[src/fmbq_pkg.sv]
package fmbq_pkg;

  localparam int unsigned OP_WIDTH       = 2;
  localparam int unsigned STATUS_WIDTH   = 2;
  localparam int unsigned ITEM_WIDTH     = 32;
  localparam int unsigned LIMIT_WIDTH    = 16;
  localparam int unsigned IN_DATA_WIDTH  = 48;
  localparam int unsigned OUT_DATA_WIDTH = 32;

  typedef enum logic [OP_WIDTH-1:0] {
    OP_PUSH_BACK   = 2'd0,
    OP_PUSH_MIDDLE = 2'd1,
    OP_POP_FRONT   = 2'd2,
    OP_POP_BACK    = 2'd3
  } op_e;

  typedef enum logic [STATUS_WIDTH-1:0] {
    STS_POPPED = 2'd0,
    STS_EMPTY  = 2'd1,
    STS_FULL   = 2'd2
  } status_e;

  typedef enum logic {
    ST_IDLE,
    ST_EXEC
  } state_e;

  typedef enum logic {
    SRC_ITEM,
    SRC_MOVE
  } wr_src_e;

  typedef struct packed {
    logic front_re;
    logic front_we;
    logic back_re;
    logic back_we;
  } mem_req_t;

endpackage

[src/fmbq_ctrl.sv]
module fmbq_ctrl import fmbq_pkg::*; #(
  parameter int unsigned QUEUE_DEPTH = 1024,
  parameter int unsigned VALUE_WIDTH = 32,
  localparam int unsigned HALF_DEPTH = (QUEUE_DEPTH + 1) / 2,
  localparam int unsigned AW = (HALF_DEPTH > 1) ? $clog2(HALF_DEPTH) : 1,
  localparam int unsigned CW = $clog2(HALF_DEPTH + 1)
) (
  input  logic                   clk_i,
  input  logic                   rst_ni,
  input  logic                   in_valid_i,
  output logic                   in_ready_o,
  input  op_e                    op_i,
  input  logic [VALUE_WIDTH-1:0] value_i,
  input  logic [LIMIT_WIDTH-1:0] limit_i,
  output logic                   out_valid_o,
  input  logic                   out_ready_i,
  output status_e                status_o,
  output logic [VALUE_WIDTH-1:0] data_o,
  output mem_req_t               mem_o,
  output logic [AW-1:0]          front_raddr_o,
  output logic [AW-1:0]          front_waddr_o,
  output logic [VALUE_WIDTH-1:0] front_wdata_o,
  input  logic [VALUE_WIDTH-1:0] front_rdata_i,
  output logic [AW-1:0]          back_raddr_o,
  output logic [AW-1:0]          back_waddr_o,
  output logic [VALUE_WIDTH-1:0] back_wdata_o,
  input  logic [VALUE_WIDTH-1:0] back_rdata_i
);

  localparam int unsigned NW = CW + 1;
  localparam int unsigned PW = ((NW > LIMIT_WIDTH) ? NW : LIMIT_WIDTH) + 1;

  function automatic logic [AW-1:0] wrap_add(input logic [AW-1:0] a, input logic [CW-1:0] k);
    logic [CW:0] s;
    s = (CW+1)'(a) + (CW+1)'(k);
    if (s >= (CW+1)'(HALF_DEPTH)) begin
      s = s - (CW+1)'(HALF_DEPTH);
    end
    return s[AW-1:0];
  endfunction

  function automatic logic [AW-1:0] wrap_prev(input logic [AW-1:0] a);
    logic [AW-1:0] r;
    if (a == '0) begin
      r = AW'(HALF_DEPTH - 1);
    end else begin
      r = a - AW'(1);
    end
    return r;
  endfunction

  state_e state_q, state_d;
  logic [AW-1:0] fh_q, fh_d, bh_q, bh_d;
  logic [CW-1:0] fc_q, fc_d, bc_q, bc_d;

  logic                   res_q, res_d;
  status_e                sts_q, sts_d;
  logic                   pop_q, pop_d;
  logic                   fwe_q, fwe_d, bwe_q, bwe_d;
  logic [AW-1:0]          fwa_q, fwa_d, bwa_q, bwa_d;
  wr_src_e                fsrc_q, fsrc_d, bsrc_q, bsrc_d;
  logic [VALUE_WIDTH-1:0] val_q;

  logic                   ov_q, ov_d;
  status_e                os_q, os_d;
  logic [VALUE_WIDTH-1:0] od_q, od_d;

  logic          accept, exec_go;
  logic          f_re, b_re;
  logic [AW-1:0] f_ra, b_ra;
  logic [NW-1:0] total;
  logic [NW-1:0] pos;
  logic          f_eq_b, f_gt_b;
  logic [AW-1:0] f_tail_next;

  assign in_ready_o = (state_q == ST_IDLE);
  assign accept     = in_valid_i && in_ready_o;
  assign exec_go    = (state_q == ST_EXEC) && !(res_q && ov_q && !out_ready_i);

  assign total       = NW'(fc_q) + NW'(bc_q);
  assign f_eq_b      = (fc_q == bc_q);
  assign f_gt_b      = (NW'(fc_q) == NW'(bc_q) + NW'(1));
  assign f_tail_next = wrap_add(fh_q, fc_q);
  assign pos         = (op_i == OP_PUSH_MIDDLE) ? ((total + NW'(1)) >> 1) : total;

  always_comb begin
    fh_d   = fh_q;
    bh_d   = bh_q;
    fc_d   = fc_q;
    bc_d   = bc_q;
    res_d  = res_q;
    sts_d  = sts_q;
    pop_d  = pop_q;
    fwe_d  = fwe_q;
    bwe_d  = bwe_q;
    fwa_d  = fwa_q;
    bwa_d  = bwa_q;
    fsrc_d = fsrc_q;
    bsrc_d = bsrc_q;
    f_re   = 1'b0;
    b_re   = 1'b0;
    f_ra   = fh_q;
    b_ra   = bh_q;
    if (accept) begin
      res_d  = 1'b0;
      sts_d  = STS_POPPED;
      pop_d  = 1'b0;
      fwe_d  = 1'b0;
      bwe_d  = 1'b0;
      fwa_d  = f_tail_next;
      bwa_d  = wrap_add(bh_q, bc_q);
      fsrc_d = SRC_ITEM;
      bsrc_d = SRC_ITEM;
      unique case (op_i) inside
        OP_PUSH_BACK, OP_PUSH_MIDDLE: begin
          if (PW'(pos) < PW'(limit_i)) begin
            if (total >= NW'(QUEUE_DEPTH)) begin
              res_d = 1'b1;
              sts_d = STS_FULL;
            end else if (op_i == OP_PUSH_BACK) begin
              if (f_eq_b) begin
                fwe_d = 1'b1;
                fc_d  = fc_q + CW'(1);
                if (bc_q != '0) begin
                  bwe_d  = 1'b1;
                  b_re   = 1'b1;
                  fsrc_d = SRC_MOVE;
                  bh_d   = wrap_add(bh_q, CW'(1));
                end
              end else begin
                bwe_d = 1'b1;
                bc_d  = bc_q + CW'(1);
              end
            end else if (!total[0]) begin
              fwe_d = 1'b1;
              fc_d  = fc_q + CW'(1);
            end else begin
              bwe_d = 1'b1;
              bwa_d = wrap_prev(bh_q);
              bh_d  = wrap_prev(bh_q);
              bc_d  = bc_q + CW'(1);
            end
          end
        end
        OP_POP_FRONT: begin
          res_d = 1'b1;
          if (fc_q == '0) begin
            sts_d = STS_EMPTY;
          end else begin
            pop_d = 1'b1;
            f_re  = 1'b1;
            fh_d  = wrap_add(fh_q, CW'(1));
            if (f_eq_b) begin
              b_re   = 1'b1;
              fwe_d  = 1'b1;
              fsrc_d = SRC_MOVE;
              bh_d   = wrap_add(bh_q, CW'(1));
              bc_d   = bc_q - CW'(1);
            end else begin
              fc_d = fc_q - CW'(1);
            end
          end
        end
        OP_POP_BACK: begin
          if (bc_q != '0) begin
            if (f_gt_b) begin
              f_re   = 1'b1;
              f_ra   = wrap_add(fh_q, fc_q - CW'(1));
              bwe_d  = 1'b1;
              bwa_d  = wrap_prev(bh_q);
              bsrc_d = SRC_MOVE;
              bh_d   = wrap_prev(bh_q);
              fc_d   = fc_q - CW'(1);
            end else begin
              bc_d = bc_q - CW'(1);
            end
          end else if (fc_q != '0) begin
            fh_d = wrap_add(fh_q, CW'(1));
            fc_d = fc_q - CW'(1);
          end
        end
        default: begin
        end
      endcase
    end
  end

  always_comb begin
    state_d = state_q;
    unique case (state_q)
      ST_IDLE: begin
        if (accept) begin
          state_d = ST_EXEC;
        end
      end
      ST_EXEC: begin
        if (exec_go) begin
          state_d = ST_IDLE;
        end
      end
      default: state_d = ST_IDLE;
    endcase
  end

  always_comb begin
    ov_d = ov_q;
    os_d = os_q;
    od_d = od_q;
    if (exec_go && res_q) begin
      ov_d = 1'b1;
      os_d = sts_q;
      od_d = pop_q ? front_rdata_i : '0;
    end else if (ov_q && out_ready_i) begin
      ov_d = 1'b0;
    end
  end

  always_ff @(posedge clk_i or negedge rst_ni) begin
    if (!rst_ni) begin
      state_q <= ST_IDLE;
      fh_q    <= '0;
      bh_q    <= '0;
      fc_q    <= '0;
      bc_q    <= '0;
      res_q   <= 1'b0;
      fwe_q   <= 1'b0;
      bwe_q   <= 1'b0;
      ov_q    <= 1'b0;
    end else begin
      state_q <= state_d;
      fh_q    <= fh_d;
      bh_q    <= bh_d;
      fc_q    <= fc_d;
      bc_q    <= bc_d;
      res_q   <= res_d;
      fwe_q   <= fwe_d;
      bwe_q   <= bwe_d;
      ov_q    <= ov_d;
    end
  end

  always_ff @(posedge clk_i) begin
    sts_q  <= sts_d;
    pop_q  <= pop_d;
    fwa_q  <= fwa_d;
    bwa_q  <= bwa_d;
    fsrc_q <= fsrc_d;
    bsrc_q <= bsrc_d;
    os_q   <= os_d;
    od_q   <= od_d;
    if (accept) begin
      val_q <= value_i;
    end
  end

  assign mem_o.front_re = f_re;
  assign mem_o.back_re  = b_re;
  assign mem_o.front_we = exec_go && fwe_q;
  assign mem_o.back_we  = exec_go && bwe_q;
  assign front_raddr_o  = f_ra;
  assign back_raddr_o   = b_ra;
  assign front_waddr_o  = fwa_q;
  assign back_waddr_o   = bwa_q;
  assign front_wdata_o  = (fsrc_q == SRC_MOVE) ? back_rdata_i : val_q;
  assign back_wdata_o   = (bsrc_q == SRC_MOVE) ? front_rdata_i : val_q;

  assign out_valid_o = ov_q;
  assign status_o    = os_q;
  assign data_o      = od_q;

  a_balanced: assert property (@(posedge clk_i) disable iff (!rst_ni)
    (fc_q == bc_q) || (NW'(fc_q) == NW'(bc_q) + NW'(1)))
    else $error("Front and back halves are out of balance.");

  a_bounded: assert property (@(posedge clk_i) disable iff (!rst_ni)
    total <= NW'(QUEUE_DEPTH))
    else $error("Element count exceeds the queue depth.");

  a_accept_exec: assert property (@(posedge clk_i) disable iff (!rst_ni)
    accept |=> (state_q == ST_EXEC))
    else $error("Accepted transaction did not enter the write-back step.");

  a_exec_done: assert property (@(posedge clk_i) disable iff (!rst_ni)
    exec_go |=> (state_q == ST_IDLE))
    else $error("Write-back step did not return to idle.");

  a_result_loaded: assert property (@(posedge clk_i) disable iff (!rst_ni)
    (exec_go && res_q) |=> ov_q)
    else $error("Result was not loaded into the output register.");

  a_no_write_idle: assert property (@(posedge clk_i) disable iff (!rst_ni)
    (state_q == ST_IDLE) |-> !(mem_o.front_we || mem_o.back_we))
    else $error("Memory write issued outside the write-back step.");

endmodule

[config.mk]
export PLATFORM = sky130hd
export DESIGN_NAME = fmbq_ctrl
export DESIGN_NICKNAME = d
export VERILOG_FILES = /design/src/fmbq_pkg.sv /design/src/fmbq_ctrl.sv
export SDC_FILE = /design/constraint.sdc
export NUM_CORES = 1
export LEC_CHECK = 0
export BUFFER_PORTS_ARGS = -buffer_cell sky130_fd_sc_hd__buf_4
export CORE_ASPECT_RATIO = 0.5
export CORE_MARGIN = 8
export CORE_UTILIZATION = 39
export CTS_CLUSTER_SIZE = 30
export DETAILED_ROUTE_END_ITERATION = 10
export SYNTH_ARGS = -nofsm -noshare
export SYNTH_HDL_FRONTEND = slang
export SYNTH_SLANG_ARGS = --single-unit
[constraint.sdc]
create_clock -name clk_i -period 7.2 [get_ports clk_i]
set_input_delay 0.72 -clock clk_i [delete_from_list [all_inputs] [get_ports clk_i]]
set_output_delay 0.72 -clock clk_i [all_outputs]
set_load 0.03 [all_outputs]
Word level (Yosys, flattened, before mapping):

Cells that the tools add are included.

* bits in registers: 132
* bits in latches: 0
* memory bits (writable): 0
* memory bits (read-only): 0
* bits of input ports: 118
* output and inout port bits: 140
* word-level logic and storage cells: 182
* memories: 0

* $add $sub $neg: 18
* multiply operators: 0
* div/mod/pow operators: 0
* $lt $le $gt $ge: 7
* eq/ne operators: 22
* shift operators: 0
* multiplexer cells: 93
* bitwise operators: 1
* reduce and logical (&&, ||, !) cells: 23

Operators with widths (number)
* $mux W9: 29
* $mux W10: 19
* $mux W32: 2
* $pmux W10 S3: 2
* $sub A9 B1 Y9 const B: 6
* $pmux W9 S2: 2
* $add A9 B10 Y11: 3
* $ge A11 B10 Y1 const B: 3
* $mux W1: 28
* $pmux W9 S3: 1
* $add A10 B1 Y10 const B: 2
* $add A9 B1 Y10 const B: 2
* $ge A10 B10 Y1 const B: 2
* $reduce_and A10 Y1: 2
* $reduce_bool A10 Y1: 2
* $sub A10 B1 Y10 const B: 2
* $ne A3 B3 Y1 const B: 6
* $lt A11 B16 Y1: 1
* $ne A2 B2 Y1 const B: 8
* $pmux W1 S2: 6
* $add A10 B1 Y11 const B: 1
* $add A10 B10 Y11: 1
* $add A11 B1 Y11 const B: 1
* $eq A10 B11 Y1: 1
* 20 further kinds: 32

Longest topological paths before layout:

Gate-level depths: netlist of the first run.

* depth after elaboration: 9
* mapped depth: 22
* depth with buffers taken out: 21

Worst setup path after synthesis of the first run:

No wires, ideal clock.

* kind: register -> output
* from: register bc_q[0]
* to: output mem_o[1] in the netlist's numbering
* data arrival time: 4.348 ns
* required time: 6.480 ns
* setup slack: 2.132 ns
* stages on the path, launching flop included: 22
* buffers on the path: 1
* path through: dfrtp_1 > ha_1 > inv_1 > fa_1 > nand2b_1 > nand2_1 > a21oi_1 > xnor2_1 > nand2_1 > or3_1 > o31a_1 > o32ai_1 > ha_1 > a21oi_1 > o22ai_1 > a22o_1 > a31o_2 > nor2_1 > a31oi_1 > nor2_1 > and2_1 > buf_4

* cells in the longest elaborated chain, start to end: 8
* elaborated cells on any way between the ends: 16
* classes of those cells: add/sub (2); order compare (2); eq/ne (1); mux (10); reduce/logical (1)

Ends and longest elaborated chain
* start, declared: line fmbq_ctrl.sv:54 `logic [CW-1:0] fc_q, fc_d, bc_q, bc_d;`
* start signal, assigned: line fmbq_ctrl.sv:224 `bc_q <= '0;`
* start signal, assigned: line fmbq_ctrl.sv:234 `bc_q <= bc_d;`
* parallel branches: the longest is 6 deep, another holds $lt A11 B16 Y1
* $pmux W1 S2 *: line fmbq_ctrl.sv:114 `unique case (op_i) inside`
* $mux W1 *: line fmbq_ctrl.sv:104 `if (accept) begin`
* end, declared: line fmbq_ctrl.sv:19 `output mem_req_t mem_o,`

Mark *: on every way between the ends.

==> qor.csv, run 1 <==
stage,metric,value,unit
drt,wl_per_cell,19.8,µm
setup_path,crit_chain,ha_1 -> a21o_1 -> a21oi_1 -> xnor2_1 -> nor4b_1 -> nand2_1 -> nor3_1 -> a311o_1 -> nand3_1 -> ha_1 -> nor2b_1 -> and4_1 -> a22o_1 -> a31o_2 -> nor2_1 -> a31oi_1 -> nor2_1 -> and2_1 -> buf_4,
global_routing,antenna_found_initial,1,
logic_synthesis,async_flop_share,32.6,%
setup_path,regToRegStartpoint,bc_q[1]$_DFFE_PN0P_,
timing,min_period_over_period,87.4,%
drt,vias,7470,
setup_path,slowest_stage,nor4b_1,
global_routing,grtUsageTotal,19.3,%
clocking,cts_resized,0,
clocking,clk_transition_reported_paths,60,ps
setup_path,path_class,reg -> out,
setup_path,cp_data_required_time,6480,ps
timing,fmax,159,MHz
drt,viasPerCell,5.22,
drt,route.detailed.drc,0,
die,die_h,124,µm
logic_synthesis,synth_cell_types,76,
logic_synthesis,syn_area,0.00902,mm²
global_routing,grt_start_max_net_pins,60,
pwr,finalPower,4.92,mW
timing,worst_pin_slew,1040,ps
logic_synthesis,synth_edf_count,89,
timing,rsz0062_at_grt,false,
job,maxCapViolCount,0,
die,die_area,0.0286,mm²
logic_synthesis,syn_inst,872,
timing,timing.final.crit_period,6290,ps
logic_synthesis,ys_seq_area_share,41.5,%
clocking,hold_buffers,0,
setup_path,cp-end-kind,output pin,
clocking,cts_setup_buffers,0,
hold_path,hold_class,in -> async,
clocking,insertion_delay,420,ps
place,placed_area,0.0112,mm²
timing,finalSetupViolations,0,
timing,fin_setup_tns,0,ps
drt,dr.pass1.iters,5,
logic_synthesis,ys.flop_type,edfxtp_1,
setup_path,rrSetupSlack,1640,ps
logic_synthesis,yosys_register_bits,132,
setup_path,worstSetupStartpointType,register,
die,std_cell_rows,39,
pwr,vdd_drop_max,0.212,mV
logic_synthesis,yosys.area.top_type,edfxtp_1,
clocking,cts_inserted_buffers,17,
clocking,h-tree-depth,4,
global_routing,grt_pass1_wl,42900,µm
die,coreArea,0.0228,mm²
cells_and_area,design_area,0.0118,mm²
logic_synthesis,syn_nets,1055,
timing,relSlewSlack,30.3,%
cells_and_area,syn_to_final_growth,30.5,%
place,hpwl,21900,µm
cells_and_area,utilization,51.6,%
setup_path,worstPathArrival,5570,ps
setup_path,r2r_end,back_waddr_o[7]$_DFFE_PP_,
setup_path,path_delay_family,simple AND/OR/NAND/NOR gates,
timing,finalHoldViolations,0,
logic_synthesis,yosysTopAreaCellShare,29.6,%
pwr,power_density,418,mW/mm²
setup_path,max_stage_delay,570,ps
logic_synthesis,yosys-top-cells-area,"edfxtp_1, dfrtp_1, mux2_2",
clocking,clockBufferDepth,2,
place,io_buffers,257,
place,place_inst,1399,
place,gp_congestion,0.883,
die,die_w,231,µm
logic_synthesis,ys_warn_count,0,
cells_and_area,num_antenna_cells,0,
pwr,p_leak,5.20,nW
clocking,cts_root_buffer,clkbuf_16,
cells_and_area,final_cells,1431,
drt,ant_nets,0,
timing,maxSlewViolCount,0,
drt,drt-total-wl,28300,µm
setup_path,r2r_cells,17,
outcome,status,"complete, no violations",
global_routing,grt_pass1_vias,7167,
die,floorplan.initialDensity,39.6,%
clocking,tritoncts,built,
die,ios,258,
logic_synthesis,avgSynthCellArea,10.3,µm²
global_routing,grt-ovfl-total,0,
timing,fin_skew,8.74,ps
cells_and_area,layout.nets,1294,
drt,drtIter0Drc,471,
setup_path,path_max_fanout,9,
clocking,cts_sinks,132,
cells_and_area,drive_above_1_share,34.0,%
cells_and_area,fillers,2070,
setup_path,path_buf_inv,1,
==> layer usage <==
| metal | vias to the layer above | routed length (µm) | track usage [%] |
|---|---|---|---|
| li1 | 3631 | - | - |
| met1 | 3579 | 13300 | 26.2 |
| met2 | 240 | 13000 | 31.1 |
| met3 | 18 | 1760 | 4.12 |
| met4 | 2 | 214 | 4.81 |
| met5 | - | 13 | 0 |
==> power breakdown <==
part	internal, mW	switching, mW
clock	0.517	0.341
combinational	1.14	1.56
sequential	1.05	0.318
==> flip-flops by register name (all words and copies together), names as in the netlist, 2 cells and up <==
register	count
back_raddr_o	9
val_q	32
back_waddr_o	9
fh_q	9
sts_q	2
data_o	32
fc_q	10
bc_q	10
status_o	2
front_waddr_o	9
==> worst max-delay path by stage <==
stage                        start  endpoint  slack [ps]  cells after the start
2_1_floorplan  bc_q[0]$_DFFE_PN0P_  mem_o[1]        2130                     21
3_3_place_gp   bc_q[0]$_DFFE_PN0P_  mem_o[1]        1550                     21
3_5_place_dp   bc_q[1]$_DFFE_PN0P_  mem_o[1]        1400                     19
4_1_cts        bc_q[1]$_DFFE_PN0P_  mem_o[1]         930                     19
5_1_grt        bc_q[1]$_DFFE_PN0P_  mem_o[1]         380                     19
6_report       bc_q[1]$_DFFE_PN0P_  mem_o[1]         910                     19
==> layout make-up <==
type	instances	area, µm²	area share [%]
clock buffer	19	443	3.76
sequential	132	3750	31.8
clock inverter	13	134	1.14
inverter	44	165	1.40
timing repair buffer	261	1960	16.6
multi-input combinational	655	4940	41.9
tap	307	384	3.26
==> placed cells by master (no fill, tap or decap), types with 43 or more instances in the layout <==
cell type and count:
buf_4 261, edfxtp_1 89, mux2_2 68, nand2_1 66, ha_1 60, nor2_1 55
a21oi_1 53, xnor2_1 50, inv_1 43, dfrtp_1 43
==> per-stage QoR <==
step           setup slack, ps  hold slack [ps]
6_report                   908              305
5_1_grt                    382              340
4_1_cts                    928              328
3_5_place_dp              1400              414
3_3_place_gp              1550              411
2_1_floorplan             2130              400
==> Yosys cell counts, types with 3 or more instances <==
cell,n
a211o_1,3
a211oi_1,5
a21o_1,14
a21oi_1,53
a22o_1,3
a31o_2,4
a31oi_1,7
and2_1,36
and3_1,11
buf_1,8
buf_2,9
clkbuf_1,21
dfrtp_1,43
edfxtp_1,89
fa_1,5
ha_1,60
inv_1,44
mux2_1,6
mux2_2,68
mux2i_1,7
nand2_1,66
nand2b_1,10
nand3_1,11
nand4_1,8
nor2_1,56
nor2b_1,8
nor3_1,19
nor4_1,7
nor4b_1,3
o21a_1,4
o21ai_0,35
o21ai_1,3
o21bai_1,3
o22a_1,3
o22ai_1,4
o32ai_1,3
or2_2,3
or3_1,7
xnor2_1,50
xor2_1,31
==> kinds of logic after synthesis <==
| group | share of synthesized area, % |
|---|---|
| buffers and inverters | 3.83 |
| DFF | 41.5 |
| AOI/OAI and AO/OA | 12.4 |
| xor gates and xnor gates | 7.86 |
| adders and majority gates | 9.43 |
| and+or+nand+nor | 14.9 |
| muxes | 10.0 |
Power figures use the tool's default switching activity.
==> run 2, diff against run 1 <==
--- a/config.mk
+++ b/config.mk
@@ -5,6 +5,7 @@
 export SDC_FILE = /design/constraint.sdc
 export NUM_CORES = 1
 export LEC_CHECK = 0
+export ABC_AREA = 1
 export BUFFER_PORTS_ARGS = -buffer_cell sky130_fd_sc_hd__buf_4
 export CORE_ASPECT_RATIO = 0.5
 export CORE_MARGIN = 8
==> qor.csv, run 2 <==
stage,metric,value,unit
logic_synthesis,ys_warn_count,0,
die,ios,258,
setup_path,path_class,reg -> out,
die,coreArea,0.0249,mm²
die,std_cell_rows,41,
cells_and_area,syn_to_final_growth,28.6,%
drt,ant_nets,0,
drt,drtIter0Drc,779,
logic_synthesis,yosys-top-cells-area,"edfxtp_1, nand2_1, dfrtp_1",
logic_synthesis,ys_seq_area_share,38.3,%
clocking,insertion_delay,420,ps
drt,viasPerCell,4.99,
clocking,clockBufferDepth,2,
pwr,vdd_drop_max,0.177,mV
logic_synthesis,synth_edf_count,89,
pwr,finalPower,5.18,mW
timing,fin_setup_tns,0,ps
global_routing,grt_pass1_wl,50500,µm
clocking,cts_root_buffer,clkbuf_16,
cells_and_area,final_common_cell,nand2_1,
global_routing,grt_start_max_net_pins,65,
clocking,cts_sinks,132,
timing,rsz0062_at_grt,false,
timing,finalHoldViolations,0,
logic_synthesis,yosysMostFrequentCell,nand2_1,
logic_synthesis,muxShareOfSynthArea,0,%
timing,relSlewSlack,22.8,%
clocking,clk_transition_reported_paths,70,ps
global_routing,antenna_found_initial,0,
die,floorplan.initialDensity,39.3,%
logic_synthesis,syn_nets,1479,
logic_synthesis,synthSimpleGateAreaFrac,27.6,%
clocking,cts_inserted_buffers,17,
setup_path,critPathMostFrequentCell,nand2_1,
cells_and_area,most-common-layout-cells,"nand2_1, buf_4, inv_1, o21ai_0, nand3_1",
place,hpwl,25400,µm
drt,wl_per_cell,17.0,µm
logic_synthesis,syn_inst,1296,
clocking,hold_buffers,0,
setup_path,cp-end-kind,output pin,
global_routing,grtUsageTotal,20.6,%
place,gp_congestion,0.911,
logic_synthesis,synth_cell_types,45,
setup_path,worstPathArrival,4720,ps
logic_synthesis,synth_top_family_by_area,simple AND/OR/NAND/NOR gates,
die,die_w,240,µm
logic_synthesis,synthTopCellsByCount,"nand2_1, inv_1, o21ai_0",
logic_synthesis,synth-xor-area-share,6.35,%
timing,maxSlewViolCount,0,
logic_synthesis,ys.flop_type,edfxtp_1,
timing,fmax,184,MHz
logic_synthesis,synth_compound_area_share,9.53,%
drt,route.detailed.drc,0,
cells_and_area,num_antenna_cells,0,
pwr,p_leak,6.43,nW
cells_and_area,final_cells,1890,
timing,timing.final.crit_period,5440,ps
timing,finalSetupViolations,0,
die,die_area,0.0307,mm²
drt,dr.pass1.iters,5,
cells_and_area,drive_above_1_share,20.8,%
outcome,status,"complete, no violations",
logic_synthesis,synth_fa_ha_area_share,8.69,%
logic_synthesis,yosysTopAreaCellShare,27.3,%
clocking,h-tree-depth,4,
cells_and_area,layout.nets,1716,
logic_synthesis,async_flop_share,32.6,%
setup_path,r2r_cells,23,
clocking,cts_resized,0,
setup_path,path_max_fanout,9,
place,place_inst,1858,
setup_path,cp_data_required_time,6480,ps
clocking,cts_setup_buffers,0,
drt,vias,9432,
setup_path,max_stage_delay,600,ps
timing,fin_skew,10.4,ps
setup_path,crit_chain,ha_1 -> inv_1 -> fa_1 -> inv_1 -> ha_1 -> inv_1 -> nor2_1 -> nand3_1 -> nor2_1 -> nand4_1 -> nand2_1 -> o22ai_1 -> ha_1 -> nand2_1 -> nor2_1 -> a211oi_1 -> nand2_1 -> nand2_1 -> nand3_1 -> inv_1 -> nand2_1 -> a21oi_1 -> buf_4,
setup_path,slowest_stage,dfrtp_1,
logic_synthesis,yosys_register_bits,132,
logic_synthesis,yosys.area.top_type,edfxtp_1,
global_routing,grt-ovfl-total,0,
place,io_buffers,257,
timing,min_period_over_period,75.5,%
logic_synthesis,avgSynthCellArea,7.55,µm²
drt,drt-total-wl,32200,µm
pwr,power_density,411,mW/mm²
clocking,tritoncts,built,
die,die_h,128,µm
global_routing,grt_pass1_vias,9126,
hold_path,hold_class,in -> async,
job,maxCapViolCount,0,
setup_path,worstSetupStartpointType,register,
timing,worst_pin_slew,1160,ps
logic_synthesis,syn_area,0.00979,mm²
[run 2: metrics by stage]
step	hold WS [ps]	utilization (%)	area (µm²)	setup WS (ps)
2_1_floorplan	400	-	9790	3040
3_3_place_gp	402	48.0	12000	2430
3_5_place_dp	417	48.0	12000	2290
4_1_cts	312	50.5	12600	1790
5_1_grt	323	50.5	12600	1320
6_report	287	50.5	12600	1760
[run 2: layout make-up]
cell class,count,area (µm²)
Timing Repair Buffer,261,1960
Fill cell,2483,12300
Clock buffer,17,425
Inverter,194,728
Multi-Input combinational cell,927,5100
Clock inverter,15,193
Sequential cell,132,3750
Tap cell,344,430
[run 2: cell families after synthesis]
group                    after synthesis
adder cells (fa/ha/maj)               65
XOR/XNOR                              71
AND/OR/NAND/NOR                      619
AO/OA/AOI/OAI                        172
flip-flops                           132
buffers and inverters                237
[run 2: metal layers]
metal  routed length (µm)  vias to the layer above  GRT usage [%]  share of wire (%)
met5                    0                        -              0                  0
met1                14900                     4405           28.0                 46
met3                 2320                       28           4.42                7.2
li1                     -                     4703              -                  -
met4                  331                        0           4.23                1.0
met2                14700                      296           33.6                 45
[run 2: final timing paths]
path	to	slack, ps	from
max in group asynchronous	back_raddr_o[3]$_DFFE_PN0P_	6480	rst_ni
max	mem_o[1]	1760	bc_q[0]$_DFFE_PN0P_
min in group clk_i	status_o[0]$_DFFE_PP_	430	sts_q[0]$_DFFE_PP_
min	fh_q[2]$_DFFE_PN0P_	290	rst_ni
max reg2reg	bc_q[0]$_DFFE_PN0P_	2350	bc_q[0]$_DFFE_PN0P_
min reg2reg	status_o[0]$_DFFE_PP_	430	sts_q[0]$_DFFE_PP_
[run 2: worst max-delay path: cells and delay by family (launching register included)]
kind	cells	cell delay (ps)
AND/OR/NAND/NOR	11	1330
adder cells (fa/ha/maj)	4	1270
flip-flops	1	600
buffers and inverters	5	580
AO/OA/AOI/OAI	3	520
[run 2: power by group]
part	total (mW)	internal, mW	leakage, nW	switching [mW]
clock network	0.925	0.556	0.297	0.369
registers	1.33	1.03	1.40	0.297
logic	2.92	1.07	4.73	1.86
total	5.18	2.65	6.43	2.52
